**config.mk**
```make
export PLATFORM = sky130hd
export DESIGN_NAME = fsts_cell
export DESIGN_NICKNAME = d
export VERILOG_FILES = /design/src/sv/fsts_pkg.sv /design/src/sv/fsts_cell.sv
export SDC_FILE = /design/constraint.sdc
export NUM_CORES = 1
export LEC_CHECK = 0
export ABC_CLOCK_PERIOD_IN_PS = 3200
export BUFFER_PORTS_ARGS = -buffer_cell sky130_fd_sc_hd__buf_2
export CELL_PAD_IN_SITES_DETAIL_PLACEMENT = 1
export CELL_PAD_IN_SITES_GLOBAL_PLACEMENT = 2
export CORE_ASPECT_RATIO = 1.1
export CORE_MARGIN = 1
export CORE_UTILIZATION = 29
export CTS_CLUSTER_DIAMETER = 100
export DETAILED_ROUTE_END_ITERATION = 10
export GPL_ROUTABILITY_DRIVEN = 0
export PLACE_DENSITY = 0.77
export SLEW_MARGIN = 20
export SYNTH_ARGS = -nofsm -noshare
export SYNTH_HDL_FRONTEND = slang
export SYNTH_SLANG_ARGS = --single-unit
```
**constraint.sdc**
```tcl
create_clock -name clk -period 3.2 [get_ports clk]
set_clock_uncertainty 0.05 [all_clocks]
set_input_delay 0 -clock clk [delete_from_list [all_inputs] [get_ports clk]]
set_output_delay 0 -clock clk [all_outputs]
set_load 0.05 [all_outputs]
```
**src/sv/fsts_pkg.sv**
```systemverilog
// Package for the fair-share task scheduler.
// Holds the slot count, command codes, controller states and the cell link type.
// No dependencies.
package fsts_pkg;

  localparam int TaskSlots = 16;
  localparam int SlotBits = (TaskSlots > 1) ? $clog2(TaskSlots) : 1;
  localparam int CountBits = $clog2(TaskSlots + 1);
  localparam logic [31:0] GranReset = 32'd1000000;

  typedef enum logic [2:0] {
    CMD_ENQUEUE = 3'd0,
    CMD_DEQUEUE = 3'd1,
    CMD_PICK    = 3'd2,
    CMD_TICK    = 3'd3,
    CMD_YIELD   = 3'd4,
    CMD_PREEMPT = 3'd5,
    CMD_RSVD6   = 3'd6,
    CMD_RSVD7   = 3'd7
  } cmd_t;

  typedef enum logic [3:0] {
    ST_IDLE,
    ST_READ,
    ST_DIV,
    ST_ADD,
    ST_TEST,
    ST_REMOVE,
    ST_SCAN,
    ST_SCAN_DONE,
    ST_INSERT,
    ST_DONE
  } state_t;

  // Best candidate carried along the cell chain.
  typedef struct packed {
    logic                valid;
    logic [SlotBits-1:0] slot;
    logic [63:0]         vrt;
    logic [31:0]         age;
  } lead_t;

endpackage

```
**src/sv/fsts_cell.sv**
```systemverilog
// One slot cell of the leader chain: compares its own entry with the incoming best.
// Depends on fsts_pkg.
module fsts_cell import fsts_pkg::*; (
  input  logic                clk,
  input  logic                rst,
  input  logic                load,
  input  logic                queued,
  input  logic [SlotBits-1:0] slot,
  input  logic [63:0]         vrt,
  input  logic [31:0]         age,
  input  lead_t               lead_in,
  output lead_t               lead_out
);

  lead_t best_next;

  always_comb begin
    best_next = lead_in;
    if (queued) begin
      if (!lead_in.valid || vrt < lead_in.vrt ||
          (vrt == lead_in.vrt && age > lead_in.age)) begin
        best_next.valid = 1'b1;
        best_next.slot = slot;
        best_next.vrt = vrt;
        best_next.age = age;
      end
    end
  end

  always_ff @(posedge clk) begin
    if (rst) begin
      lead_out.valid <= 1'b0;
    end else if (load) begin
      lead_out.valid <= best_next.valid;
    end
    if (load) begin
      lead_out.slot <= best_next.slot;
      lead_out.vrt <= best_next.vrt;
      lead_out.age <= best_next.age;
    end
  end

endmodule

```
==> tab_implementation.tex <==
\begin{tabular}{lr}
\hline
Metric & Value \\
\hline
\multicolumn{2}{l}{\textbf{Outcome}} \\
\quad Run status & complete, no violations \\
\multicolumn{2}{l}{\textbf{Timing}} \\
\quad Final number of max-transition violations & 0 \\
\quad Final critical-path required period & 3.16 ns \\
\quad Final Hold Viols & 0 \\
\quad Portion of the clock cycle consumed by the worst path in the final layout & 0.987 \\
\quad Maximum clock rate & 0.316 GHz \\
\quad Slew at the pin closest to its max-slew limit & 0.723 ns \\
\quad Slew HR & 0.518 \\
\quad Endpoints failing setup & 0 \\
\quad PnR worst setup slack & 0.0404 ns \\
\multicolumn{2}{l}{\textbf{Cells and area}} \\
\quad Final standard cell utilization of the core & 0.442 \\
\quad Post-layout net count & 1,707 \\
\quad Registers with the most flip-flops & lead\_out: 101 flops \\
\quad Final Non-Filler Cells & 1,830 \\
\quad Area overhead of the layout relative to synthesis & 48.8\% \\
\quad Max FFs per register & 101 \\
\quad Largest register by flop count & lead\_out \\
\quad Fraction of final layout cells with drive strength greater than 1 & 0.335 \\
\multicolumn{2}{l}{\textbf{Power}} \\
\quad Sequential share of power & 0.346 \\
\quad Power per standard cell area & 356 nW/µm² \\
\quad Cell leakage power & 0.00609 µW \\
\quad IR drop worst, VDD & 227 µV \\
\quad Switching Share & 0.391 \\
\quad Power dissipated by switching net loads & 1890 µW \\
\quad Pint & 2950 µW \\
\quad Logic gate share of total power & 0.400 \\
\quad Total power & 4850 µW \\
\quad Part of the power in the clock network & 0.254 \\
\multicolumn{2}{l}{\textbf{Global routing}} \\
\quad Total gr overflow & 0 \\
\quad Wire length of the first global-routing pass & 55,300 µm \\
\quad Vias in the first global route & 10,000 \\
\quad Gr usage total & 0.222 \\
\quad Antenna violations before repair & 6 \\
\quad Pin count of the biggest net entering global routing & 100 \\
\multicolumn{2}{l}{\textbf{Critical path}} \\
\quad Cells on worst reg2reg path & 2 \\
\quad Endpoint of the most critical register-to-register path & lead\_out[100] \\
\quad Arrival time of the worst setup path & 3.23 ns \\
\quad Internal reg-to-reg setup slack & 2.42 ns \\
\quad Worst flop-to-flop path startpoint & lead\_out[100] \\
\quad Type of element launching the critical path & input pin \\
\quad Capturing element of the worst setup path & lead\_out[40] \\
\quad Critical path class & input pin to flop \\
\quad Required time at the endpoint of the critical path & 3.27 ns \\
\quad CP Capture Type & flop \\
\quad Biggest fanout along the worst timing path & 9 \\
\quad Start point of the critical path & lead\_in[91] \\
\multicolumn{2}{l}{\textbf{Min path}} \\
\quad Type of the most critical hold path & input pin to flop \\
\quad Origin of the worst min-delay path & lead\_in[47] \\
\multicolumn{2}{l}{\textbf{Clock tree}} \\
\quad Clock buffer count from CTS & 9 \\
\quad Maximum clock insertion buffer count & 2 \\
\quad TritonCTS clock tree & yes \\
\quad Clock sinks & 101 \\
\quad Clock root cell & clkbuf\_16 \\
\quad Clock latency on the worst-skew pair & 0.37 ns \\
\quad CTS HTree Levels & 3 \\
\quad Clock transition at the registers of the reported paths & 0.08 ns \\
\multicolumn{2}{l}{\textbf{Drt}} \\
\quad Drt pass-1 iters & 5 \\
\quad Detailed-route via count & 9,531 \\
\quad Count of nets left with antenna violations after detail routing & 0 \\
\quad Remaining design rule violation count & 0 \\
\quad Iteration-0 DRC Markers & 547 \\
\quad Drt wl/cell & 20.4 µm \\
\quad Average via count per standard cell & 5.21 \\
\quad Total detailed-routing wirelength & 37,400 µm \\
\multicolumn{2}{l}{\textbf{Yosys}} \\
\quad Number of synthesis warnings & 0 \\
\quad Distinct cell type count after synthesis & 40 \\
\quad Netlist Area Pre-Place & 9140 µm² \\
\quad Part of the Yosys area used for sequential elements & 0.331 \\
\quad Flip-flop and latch count after synthesis & 101 \\
\quad Cell type contributing the most total cell area after synthesis & edfxtp\_1 \\
\quad Count of flip-flops with a built-in enable after synthesis & 100 \\
\quad Gate count of the mapped netlist & 929 \\
\quad Ys flop type & edfxtp\_1 \\
\quad Syn nets & 1,230 \\
\quad Share of synthesized registers carrying an async set or reset & 0 \\
\quad Cell with the most instances after synthesis & nand2\_1 \\
\quad Syn Area/Cell & 9.84 µm² \\
\quad Proportion of netlist area held by the largest area contributor & 0.328 \\
\quad Largest cells by area after synthesis & edfxtp\_1 33\%, o211ai\_2 14\%, ha\_1 13\%, o2111ai\_1 9.6\%, nand2b\_1 6.8\% \\
\multicolumn{2}{l}{\textbf{Placement}} \\
\quad DP HPWL & 23,500 µm \\
\quad Placed cells & 1,593 \\
\quad IO buf count & 305 \\
\quad Pre-CTS worst setup slack & -0.186 ns \\
\multicolumn{2}{l}{\textbf{Floorplanning}} \\
\quad I/O Pins & 306 \\
\quad Die footprint & 32,200 µm² \\
\quad Standard cell core area & 30,800 µm² \\
\quad Horiz. Die Dim & 171 µm \\
\quad Die Y-Extent & 188 µm \\
\quad \# rows & 67 \\
\quad Initial cell density of the core & 0.297 \\
\multicolumn{2}{l}{\textbf{Job}} \\
\quad Number of max-cap violations & 0 \\
\hline
\end{tabular}
cell usage in the layout (no fill, tap or decap), types with 6 or more instances in the layout:
master / instances
a21oi_1: 37
buf_12: 8
buf_2: 302
buf_4: 22
clkbuf_16: 13
dlygate4sd3_1: 201
edfxtp_1: 100
ha_1: 96
inv_1: 100
nand2_1: 120
nand2b_1: 100
nand3_1: 8
nand4_1: 24
nor2_1: 6
o2111ai_1: 98
o211ai_2: 100
o21ai_0: 9
worst min-delay path by stage:
stage / to / slack (ns) / cells after the start
3_5_place_dp: lead_out[100] / 0.13 / 2
4_1_cts: lead_out[47] / 0.01 / 3
6_report: lead_out[47] / 0.03 / 3
2_1_floorplan: lead_out[100] / 0.02 / 1
3_3_place_gp: lead_out[100] / 0.11 / 2
5_1_grt: lead_out[93] / 0.03 / 3
worst max-delay path: stages:
cell	delay, ns
dlygate4sd3_1	0.53
buf_2	0.13
inv_1	0.04
ha_1	0.31
nand4_1	0.17
or3_4	0.45
or4_4	0.58
a31oi_4	0.18
a211o_4	0.15
o211a_4	0.24
buf_4	0.16
clkbuf_16	0.19
o211ai_2	0.09
kinds of logic (layout without fill, tap and decap cells):
| group | count (synthesis) | count (layout) | share of synthesized area |
|---|---|---|---|
| AOI/OAI and AO/OA | 278 | 278 | 0.287 |
| adders and majority gates | 96 | 96 | 0.131 |
| buffers and inverters | 177 | 659 | 0.0968 |
| DFF | 101 | 101 | 0.331 |
| other | 0 | 5 | 0 |
| and+or+nand+nor | 277 | 277 | 0.154 |
through the flow:
| step | hold slack [ns] | area (µm²) | setup TNS (ns) |
|---|---|---|---|
| after global routing | 0.0309 | 13600 | -2.79 |
| after global placement | 0.114 | 11000 | -15.48 |
| after detailed placement | 0.125 | 11000 | -15.55 |
| after CTS | 0.0114 | 13300 | 0 |
| final | 0.0304 | 13600 | 0 |
| after floorplan | 0.0228 | 9140 | 0 |
layer usage:
layer	track usage	part of all wire	vias up
li1	-	-	4485
met1	0.260	0.41	4675
met2	0.402	0.51	317
met3	0.0349	0.053	52
met4	0.0828	0.025	2
met5	0	0.00021	-
power by group through the flow:
stage / registers, µW / clock network (µW) / logic [µW]
2_1_floorplan: 2200 / 0 / 665
3_3_place_gp: 1710 / 0 / 1640
3_5_place_dp: 1700 / 0 / 1670
4_1_cts: 1680 / 1250 / 1870
5_1_grt: 1690 / 1270 / 2080
6_report: 1680 / 1230 / 1940
what timing repair did:
item | CTS | global route
buffers inserted | 0 | 9
endpoints found under the setup margin | 0 | 100
hold buffers | 201 | 0
resized for setup | 0 | 15
hold endpoints to repair | 101 | 0
final cells by class:
class,instances,area (µm²)
Fill cell,3612,17200
Multi-Input combinational cell,651,5320
Timing Repair Buffer,543,4060
Sequential cell,101,3020
Tap cell,414,518
Inverter,100,375
Clock buffer,9,225
Clock inverter,7,75.1
Antenna cell,5,12.5
No activity file was read; power rests on OpenSTA's default activity.
