==> config.mk <==
export PLATFORM = sky130hd
export DESIGN_NAME = fsts_div
export DESIGN_NICKNAME = d
export VERILOG_FILES = /design/src/sv/fsts_pkg.sv /design/src/sv/fsts_div.sv
export SDC_FILE = /design/constraint.sdc
export NUM_CORES = 1
export LEC_CHECK = 0
export BUFFER_PORTS_ARGS = -buffer_cell sky130_fd_sc_hd__clkbuf_2
export CAP_MARGIN = 20
export CORE_MARGIN = 2
export CORE_UTILIZATION = 61
export CTS_CLUSTER_DIAMETER = 120
export DETAILED_ROUTE_END_ITERATION = 12
export GPL_TIMING_DRIVEN = 0
export PLACE_DENSITY_LB_ADDON = 0.08
export SKIP_CTS_REPAIR_TIMING = 1
export SLEW_MARGIN = 20
export SYNTH_ARGS = -nofsm -noshare
export SYNTH_HDL_FRONTEND = slang
export SYNTH_SLANG_ARGS = --single-unit
export TNS_END_PERCENT = 5
==> constraint.sdc <==
create_clock -name clk -period 7.45 [get_ports clk]
set_clock_uncertainty 0.15 [all_clocks]
set_input_delay 0.3725 -clock clk [delete_from_list [all_inputs] [get_ports clk]]
set_output_delay 0.3725 -clock clk [all_outputs]
set_load 0.01 [all_outputs]
==> src/sv/fsts_pkg.sv <==
// Package for the fair-share task scheduler.
// Holds the slot count, command codes, controller states and the cell link type.
// No dependencies.
package fsts_pkg;

  localparam int TaskSlots = 16;
  localparam int SlotBits = (TaskSlots > 1) ? $clog2(TaskSlots) : 1;
  localparam int CountBits = $clog2(TaskSlots + 1);
  localparam logic [31:0] GranReset = 32'd1000000;

  typedef enum logic [2:0] {
    CMD_ENQUEUE = 3'd0,
    CMD_DEQUEUE = 3'd1,
    CMD_PICK    = 3'd2,
    CMD_TICK    = 3'd3,
    CMD_YIELD   = 3'd4,
    CMD_PREEMPT = 3'd5,
    CMD_RSVD6   = 3'd6,
    CMD_RSVD7   = 3'd7
  } cmd_t;

  typedef enum logic [3:0] {
    ST_IDLE,
    ST_READ,
    ST_DIV,
    ST_ADD,
    ST_TEST,
    ST_REMOVE,
    ST_SCAN,
    ST_SCAN_DONE,
    ST_INSERT,
    ST_DONE
  } state_t;

  // Best candidate carried along the cell chain.
  typedef struct packed {
    logic                valid;
    logic [SlotBits-1:0] slot;
    logic [63:0]         vrt;
    logic [31:0]         age;
  } lead_t;

endpackage

==> src/sv/fsts_div.sv <==
// Restoring divider for the tick charge, one quotient bit per cycle.
// Computes floor(delta*1024/w) saturated to 64 bits. Depends on fsts_pkg.
module fsts_div import fsts_pkg::*; (
  input  logic        clk,
  input  logic        rst,
  input  logic        go,
  input  logic [63:0] delta,
  input  logic [16:0] weight,
  output logic        done,
  output logic [63:0] charge
);

  logic [73:0] dividend;
  logic [16:0] divisor;
  logic [17:0] rem;
  logic [73:0] quot;
  logic [6:0]  cnt;
  logic        active;
  logic [17:0] trial;
  logic [17:0] shifted;

  assign shifted = {rem[16:0], dividend[73]};
  assign trial = shifted - {1'b0, divisor};

  always_ff @(posedge clk) begin
    if (rst) begin
      active <= 1'b0;
      done <= 1'b0;
    end else begin
      done <= 1'b0;
      if (go) begin
        active <= 1'b1;
      end else if (active && cnt == 7'd73) begin
        active <= 1'b0;
        done <= 1'b1;
      end
    end
    if (go) begin
      dividend <= {delta, 10'd0};
      divisor <= (weight == 17'd0) ? 17'd1 : weight;
      rem <= 18'd0;
      quot <= 74'd0;
      cnt <= 7'd0;
    end else if (active) begin
      dividend <= {dividend[72:0], 1'b0};
      cnt <= cnt + 7'd1;
      if (!trial[17]) begin
        rem <= trial;
        quot <= {quot[72:0], 1'b1};
      end else begin
        rem <= shifted;
        quot <= {quot[72:0], 1'b0};
      end
    end
  end

  assign charge = (quot[73:64] != 10'd0) ? 64'hFFFF_FFFF_FFFF_FFFF : quot[63:0];

endmodule

==> results of run 1 <==
final timing paths:
| kind | to | start | cells after the start | slack (ps) |
|---|---|---|---|---|
| max | rem[5] | divisor[12] | 10 | 3980 |
| min | divisor[12] | weight[12] | 2 | 70 |
| max reg2reg | rem[5] | divisor[12] | 10 | 3980 |
| min reg2reg | rem[0] | rem[0] | 1 | 360 |
worst max-delay path: stages (launching register included):
cell,delay (ps)
sky130_fd_sc_hd__edfxtp_1,340
sky130_fd_sc_hd__inv_1,50
sky130_fd_sc_hd__ha_1,370
sky130_fd_sc_hd__a21oi_1,360
sky130_fd_sc_hd__o21ai_0,200
sky130_fd_sc_hd__a221oi_1,460
sky130_fd_sc_hd__nand3_2,290
sky130_fd_sc_hd__xor2_1,450
sky130_fd_sc_hd__buf_2,330
sky130_fd_sc_hd__nand2_1,80
sky130_fd_sc_hd__a311oi_1,280
where the power goes:
group	switching, uW	total [uW]	leakage, uW	internal [uW]
sequential	24.4	1130	0.00162	1100
combinational	181	320	0.00253	139
clock	371	916	0.000305	545
logic make-up after synthesis:
logic type      share of synthesized area, %
flops                                   52.3
mux                                     17.1
compound gates                          5.82
simple gates                            15.9
buf+inv                                 3.99
xor+xnor                                1.87
fa+ha+maj                               3.04
registers in the layout (all words and copies together), names as in the netlist:
register	flops
cnt	7
active	1
divisor	17
dividend	64
done	1
quot	74
rem	17
metal layers:
metal	track usage, %	share of wire, %	up-vias
li1	-	-	3065
met2	42.0	49	148
met4	9.41	2.0	0
met3	7.02	5.6	31
met1	30.8	43	2918
met5	0	0	-
per-stage QoR:
stage,area [um2],hold slack [ps]
4_1_cts,10100,-23.0
3_5_place_dp,9450,332
5_1_grt,10100,70.5
6_report,10100,65.2
3_3_place_gp,9440,322
2_1_floorplan,8480,295
Yosys cell counts, types with 4 or more instances:
cell	instances
sky130_fd_sc_hd__dfxtp_1	100
sky130_fd_sc_hd__a21oi_1	20
sky130_fd_sc_hd__nor4_1	8
sky130_fd_sc_hd__xnor2_1	10
sky130_fd_sc_hd__mux2i_1	74
sky130_fd_sc_hd__buf_1	12
sky130_fd_sc_hd__a311oi_1	11
sky130_fd_sc_hd__or2_2	64
sky130_fd_sc_hd__clkbuf_1	42
sky130_fd_sc_hd__a21o_1	4
sky130_fd_sc_hd__edfxtp_1	81
sky130_fd_sc_hd__nand3_1	5
sky130_fd_sc_hd__xor2_1	5
sky130_fd_sc_hd__nand2_1	41
sky130_fd_sc_hd__nor2_1	105
sky130_fd_sc_hd__o21ai_0	10
sky130_fd_sc_hd__inv_1	26
sky130_fd_sc_hd__nand2b_1	8
sky130_fd_sc_hd__nor3_1	9
sky130_fd_sc_hd__ha_1	19
sky130_fd_sc_hd__mux2_2	63
sky130_fd_sc_hd__buf_2	4
sky130_fd_sc_hd__nand4_1	6
final cells by class:
cell class	count	area [um2]	share of cell area, %
flip-flops and latches	181	4430	44.0
multi-input cells	515	3700	36.8
repair buffers	149	751	7.46
clock buffers	23	499	4.96
plain buffers	61	240	2.39
well taps	180	225	2.24
clock inverters	9	114	1.13
inverters	26	100	0.994
==> metrics.txt, run 1 <==
transition time of the tightest slew-check pin=between 700 and 800 ps; library cell with the largest summed area after synthesis=sky130_fd_sc_hd__edfxtp_1; outcome=completed; routed vias/inst=~5.4; post-detailed-routing wire length=between 15000 and 20000 um; Total Neg Setup Slack=0 ps; root buf cell=sky130_fd_sc_hd__clkbuf_16; final setup violation count=0; Routed Antenna Nets=0; post-synthesis async set-or-reset flop share=0%; worst setup timing slack at the placement stage=between 4000 and 5000 ps; wire length of the first global-routing pass=29200 um; vias after detailed routing=about 6200; most used cells in the layout excluding fill and tap cells=sky130_fd_sc_hd__clkbuf_2, sky130_fd_sc_hd__nor2_1, sky130_fd_sc_hd__dfxtp_1; insertion delay to the later sink of the worst-skew pair=approximately 420 ps; cell count after placement=roughly 1100; Final #Nets=1055; final non-filler cell total=1144; CP endpoint kind=flop; Worst-path clk slew=~60 ps; mean cell area of the mapped netlist=10.8 um2; post-synth design cell area=8480 um2; portion of the post-synthesis area used by sequential elements=between 50% and 60%; sinks on the clock net=181; commonest non-fill, non-tap cell in the layout=sky130_fd_sc_hd__clkbuf_2; Initial DRT Pass Iterations=4; sort of element at the start of the critical path=flop; share of the clock period used by the worst path after layout=46.5%; placer congestion estimate=about 0.86; share of the synthesized area in the top cell type=approximately 29%; total power=2360 uW; number of top-level design ports=149; net count of the mapped netlist=roughly 890; detailed-route wire length per cell=between 15 and 20 um; CTS max path bufs=2; core utilization of the finished layout=between 70% and 80%; vias in the first global route=around 6300; required time at the worst-slack endpoint=7620 ps; layout overhead on the synthesized area=18.8%; die outline width=approximately 120 um; number of unique standard cell types used by synthesis=55; overflow left after global routing=0; Filler Cells Inserted=about 1000; dominant cells by area after synthesis=sky130_fd_sc_hd__edfxtp_1, sky130_fd_sc_hd__dfxtp_1, sky130_fd_sc_hd__mux2i_1, sky130_fd_sc_hd__mux2_2, sky130_fd_sc_hd__or2_2; number of enable flip-flop cells after synthesis=between 80 and 90; Core Region=between 10000 and 15000 um2; final number of max-transition violations=0; height of the chip=around 120 um; cell count after synthesis=783; Slew Limit Headroom=between 40 and 50%; IO buf count=roughly 150; class of the tightest hold or removal check=in2reg; maximum level of the CTS H-tree=4; worst voltage drop across the vdd grid=just under 200 uV; number of endpoints with negative hold slack in the final report=0; fraction of layout instances using a drive strength above 1=33.0%; P per Cell Area=about 230 nW/um2; worst path setup slack after routing=3980 ps; final critical path time including I/O delays and setup=between 3000 and 4000 ps; overall routing resource usage=between 20% and 30%; antenna diode count=0; main flop type after synthesis=sky130_fd_sc_hd__dfxtp_1; TritonCTS Buffers=17; count of synthesis-stage warnings from yosys=0; static leakage=roughly 0.0045 uW; maximum number of pins on one net before global-route repair=between 60 and 70; initial core utilization=about 62%; fmax=about 290 MHz; post-DP HPWL=around 13000 um; CP Max Fanout=10; number of synthesized register bits=181; number of max-capacitance violations reported=0; arrival time worst endpoint=3640 ps; crit path kind=reg2reg; TritonCTS clock tree=built; antenna violations before repair=0; remaining routing DRC violations=0; 1st-iter DRT viols=about 400; die area=14900 um2; Std-Cell Rows=43; RSZ-0062 raised after global routing=no
Note: power is estimated with default switching activity, not from simulation.
==> run 2: changes to the inputs <==
- CORE_UTILIZATION: 61 -> 56
- clock period: 7.45 -> 3.2 ns (I/O delays scaled with it)
==> metrics.txt, run 2 (same netlist as run 1, synthesis figures left out) <==
met2 wirelength from detailed routing=10200 um (+17%); insertion delay to the later sink of the worst-skew pair=430 ps (about the same); arrival time worst endpoint=3180 ps (-460 ps); CP Max Fanout=10 (unchanged); library cell contributing the largest single delay on the critical path=sky130_fd_sc_hd__or4_1; RSZ-0062 raised after global routing=no; crit path kind=reg2reg; register bank with the most flops=quot; registers with the highest flip-flop counts=quot x74, dividend x64; Final #Nets=1137 (+7.8%); post-route standard cell area excluding fillers=10900 um2 (+8.0%); sinks on the clock net=181 (unchanged); instance area at placement=9450 um2 (about the same); number of buffers and inverters on the critical path=1 (-1); Initial DRT Pass Iterations=6 (+2); Worst-path clk slew=70 ps (about the same); commonest non-fill, non-tap cell in the layout=sky130_fd_sc_hd__clkbuf_2; routed length on met1=8330 um (+10%); die area=16100 um2 (+8.6%); number of top-level design ports=149 (unchanged); met3 routed WL=978 um (-1.5%); Switching Share=25.2% (+0.82 points); number of flip-flops under the largest register name=74 (unchanged); outcome=completed; TritonCTS clock tree=built; final non-filler cell total=1230 (+7.5%); die outline width=127 um (+4.2%); vias in the first global route=6172 (-1.3%); static leakage=0.00478 uW (+7.3%); height of the chip=127 um (+4.2%); part of the total power dissipated in the clock network=36.6% (-2.1 points); wire length of the first global-routing pass=29000 um (-0.54%); remaining routing DRC violations=0 (unchanged); post-DP HPWL=12700 um (+0.54%); CP delay by family, top=compound AO/OA/AOI/OAI gates; overflow left after global routing=0 (unchanged); final number of max-transition violations=0 (unchanged); post-detailed-routing wire length=19800 um (+12%); number of endpoints with negative hold slack in the final report=0 (unchanged); CP endpoint kind=flop; Core Region=14600 um2 (+6.7%); maximum level of the CTS H-tree=4 (unchanged); Routed Antenna Nets=0 (unchanged); peak per-stage delay on the critical path=580 ps (+120 ps); uppermost signal routing layer after detailed routing=met4; fraction of power consumed by sequential logic=48.1% (+0.4 points); fmax=334 MHz (+16%); switching power summed over all nets=1380 uW (+140%); Filler Cells Inserted=1018 (-1.9%); final setup violation count=0 (unchanged); share of the clock period used by the worst path after layout=93.5% (+47 points); vias after detailed routing=6526 (+5.9%); most used cells in the layout excluding fill and tap cells=sky130_fd_sc_hd__clkbuf_2, sky130_fd_sc_hd__nor2_1, sky130_fd_sc_hd__dfxtp_1; IO buf count=148 (unchanged); internal power component=4100 uW (+130%); cell count after placement=1115 (+0.36%); class of the tightest hold or removal check=in2reg; fraction of layout instances using a drive strength above 1=31.0% (-2.0 points); detailed-route wire length per cell=16.1 um (+4.6%); antenna diode count=0 (unchanged); proportion of power drawn by combinational gates=15.4% (+1.9 points); sort of element at the start of the critical path=flop; transition time of the tightest slew-check pin=788 ps (+31.3 ps); final critical path time including I/O delays and setup=2990 ps (-475 ps); antenna violations before repair=0 (unchanged); required time at the worst-slack endpoint=3390 ps (-4230 ps); maximum number of pins on one net before global-route repair=65 (unchanged); Slew Limit Headroom=47.5% (-2.1 points); 1st-iter DRT viols=371 (-9.3%); Std-Cell Rows=44 (+2.3%); initial core utilization=57.9% (-3.9 points); layout overhead on the synthesized area=28.2%; worst voltage drop across the vdd grid=432 uV (+120%); routed vias/inst=5.31 (-1.5%); number of max-capacitance violations reported=0 (unchanged); CTS max path bufs=2 (unchanged); P per Cell Area=504 nW/um2 (+110%); TritonCTS Buffers=17 (unchanged); worst path cell trace=inv_1 -> ha_1 -> a21oi_2 -> o21ai_0 -> a221oi_2 -> nand3_2 -> xnor2_4 -> or4_1 -> a311oi_2; overall routing resource usage=22.4% (-2.6 points); placer congestion estimate=0.883 (+2.9%); root buf cell=sky130_fd_sc_hd__clkbuf_16
run 2: cell types whose count changed in the layout (fill, tap and decap cells not counted), moves of 2 or more:
cell / previous run / this run
sky130_fd_sc_hd__bufinv_16: 2 / 0
sky130_fd_sc_hd__a21oi_1: 20 / 17
sky130_fd_sc_hd__dlygate4sd3_1: 1 / 82
sky130_fd_sc_hd__a21oi_2: 0 / 3
run 2: cell type report:
cell class | instances | area (um2) | share of cell area [%]
Sequential cell | 181 | 4430 | 40.8
Multi-Input combinational cell | 515 | 3730 | 34.3
Timing Repair Buffer | 231 | 1570 | 14.4
Clock buffer | 26 | 522 | 4.80
Buffer | 61 | 240 | 2.21
Tap cell | 184 | 230 | 2.12
Inverter | 26 | 100 | 0.921
Clock inverter | 6 | 41.3 | 0.380
run 2: path summary, 6_finish.rpt:
kind               startpoint  cells past startpoint    endpoint  slack, ps
setup / recovery  divisor[12]                      9     rem[14]        210
hold / removal             go                      1  divisor[5]        210
setup reg to reg  divisor[12]                      9     rem[14]        210
hold reg to reg        cnt[6]                      2      cnt[6]        350
run 2: power by group through the flow:
stage	registers [uW]	clock network [uW]	logic, uW
floorplan	2660	0	543
global placement	2680	0	712
detailed placement	2680	0	731
CTS	2630	2020	735
global route	2640	2120	924
finish	2630	2000	841
run 2: layer usage:
metal | vias to the layer above | track usage (%)
li1 | 3239 | -
met1 | 3097 | 27.7
met2 | 161 | 37.5
met3 | 29 | 7.96
met4 | 0 | 6.27
met5 | - | 0
run 2: stage by stage:
step	worst slack (ps)	TNS (ps)	utilization, %	power (uW)	hold slack, ps
final	210	0	74.2	5470	213
after global routing	39.9	0	74.2	5690	246
after CTS	-68.9	-255	68.4	5380	-242
after detailed placement	-6.05	-6.05	64.5	3410	208
after global placement	-349	-22270	64.5	3390	207
after floorplan	404	0	-	3200	82.4
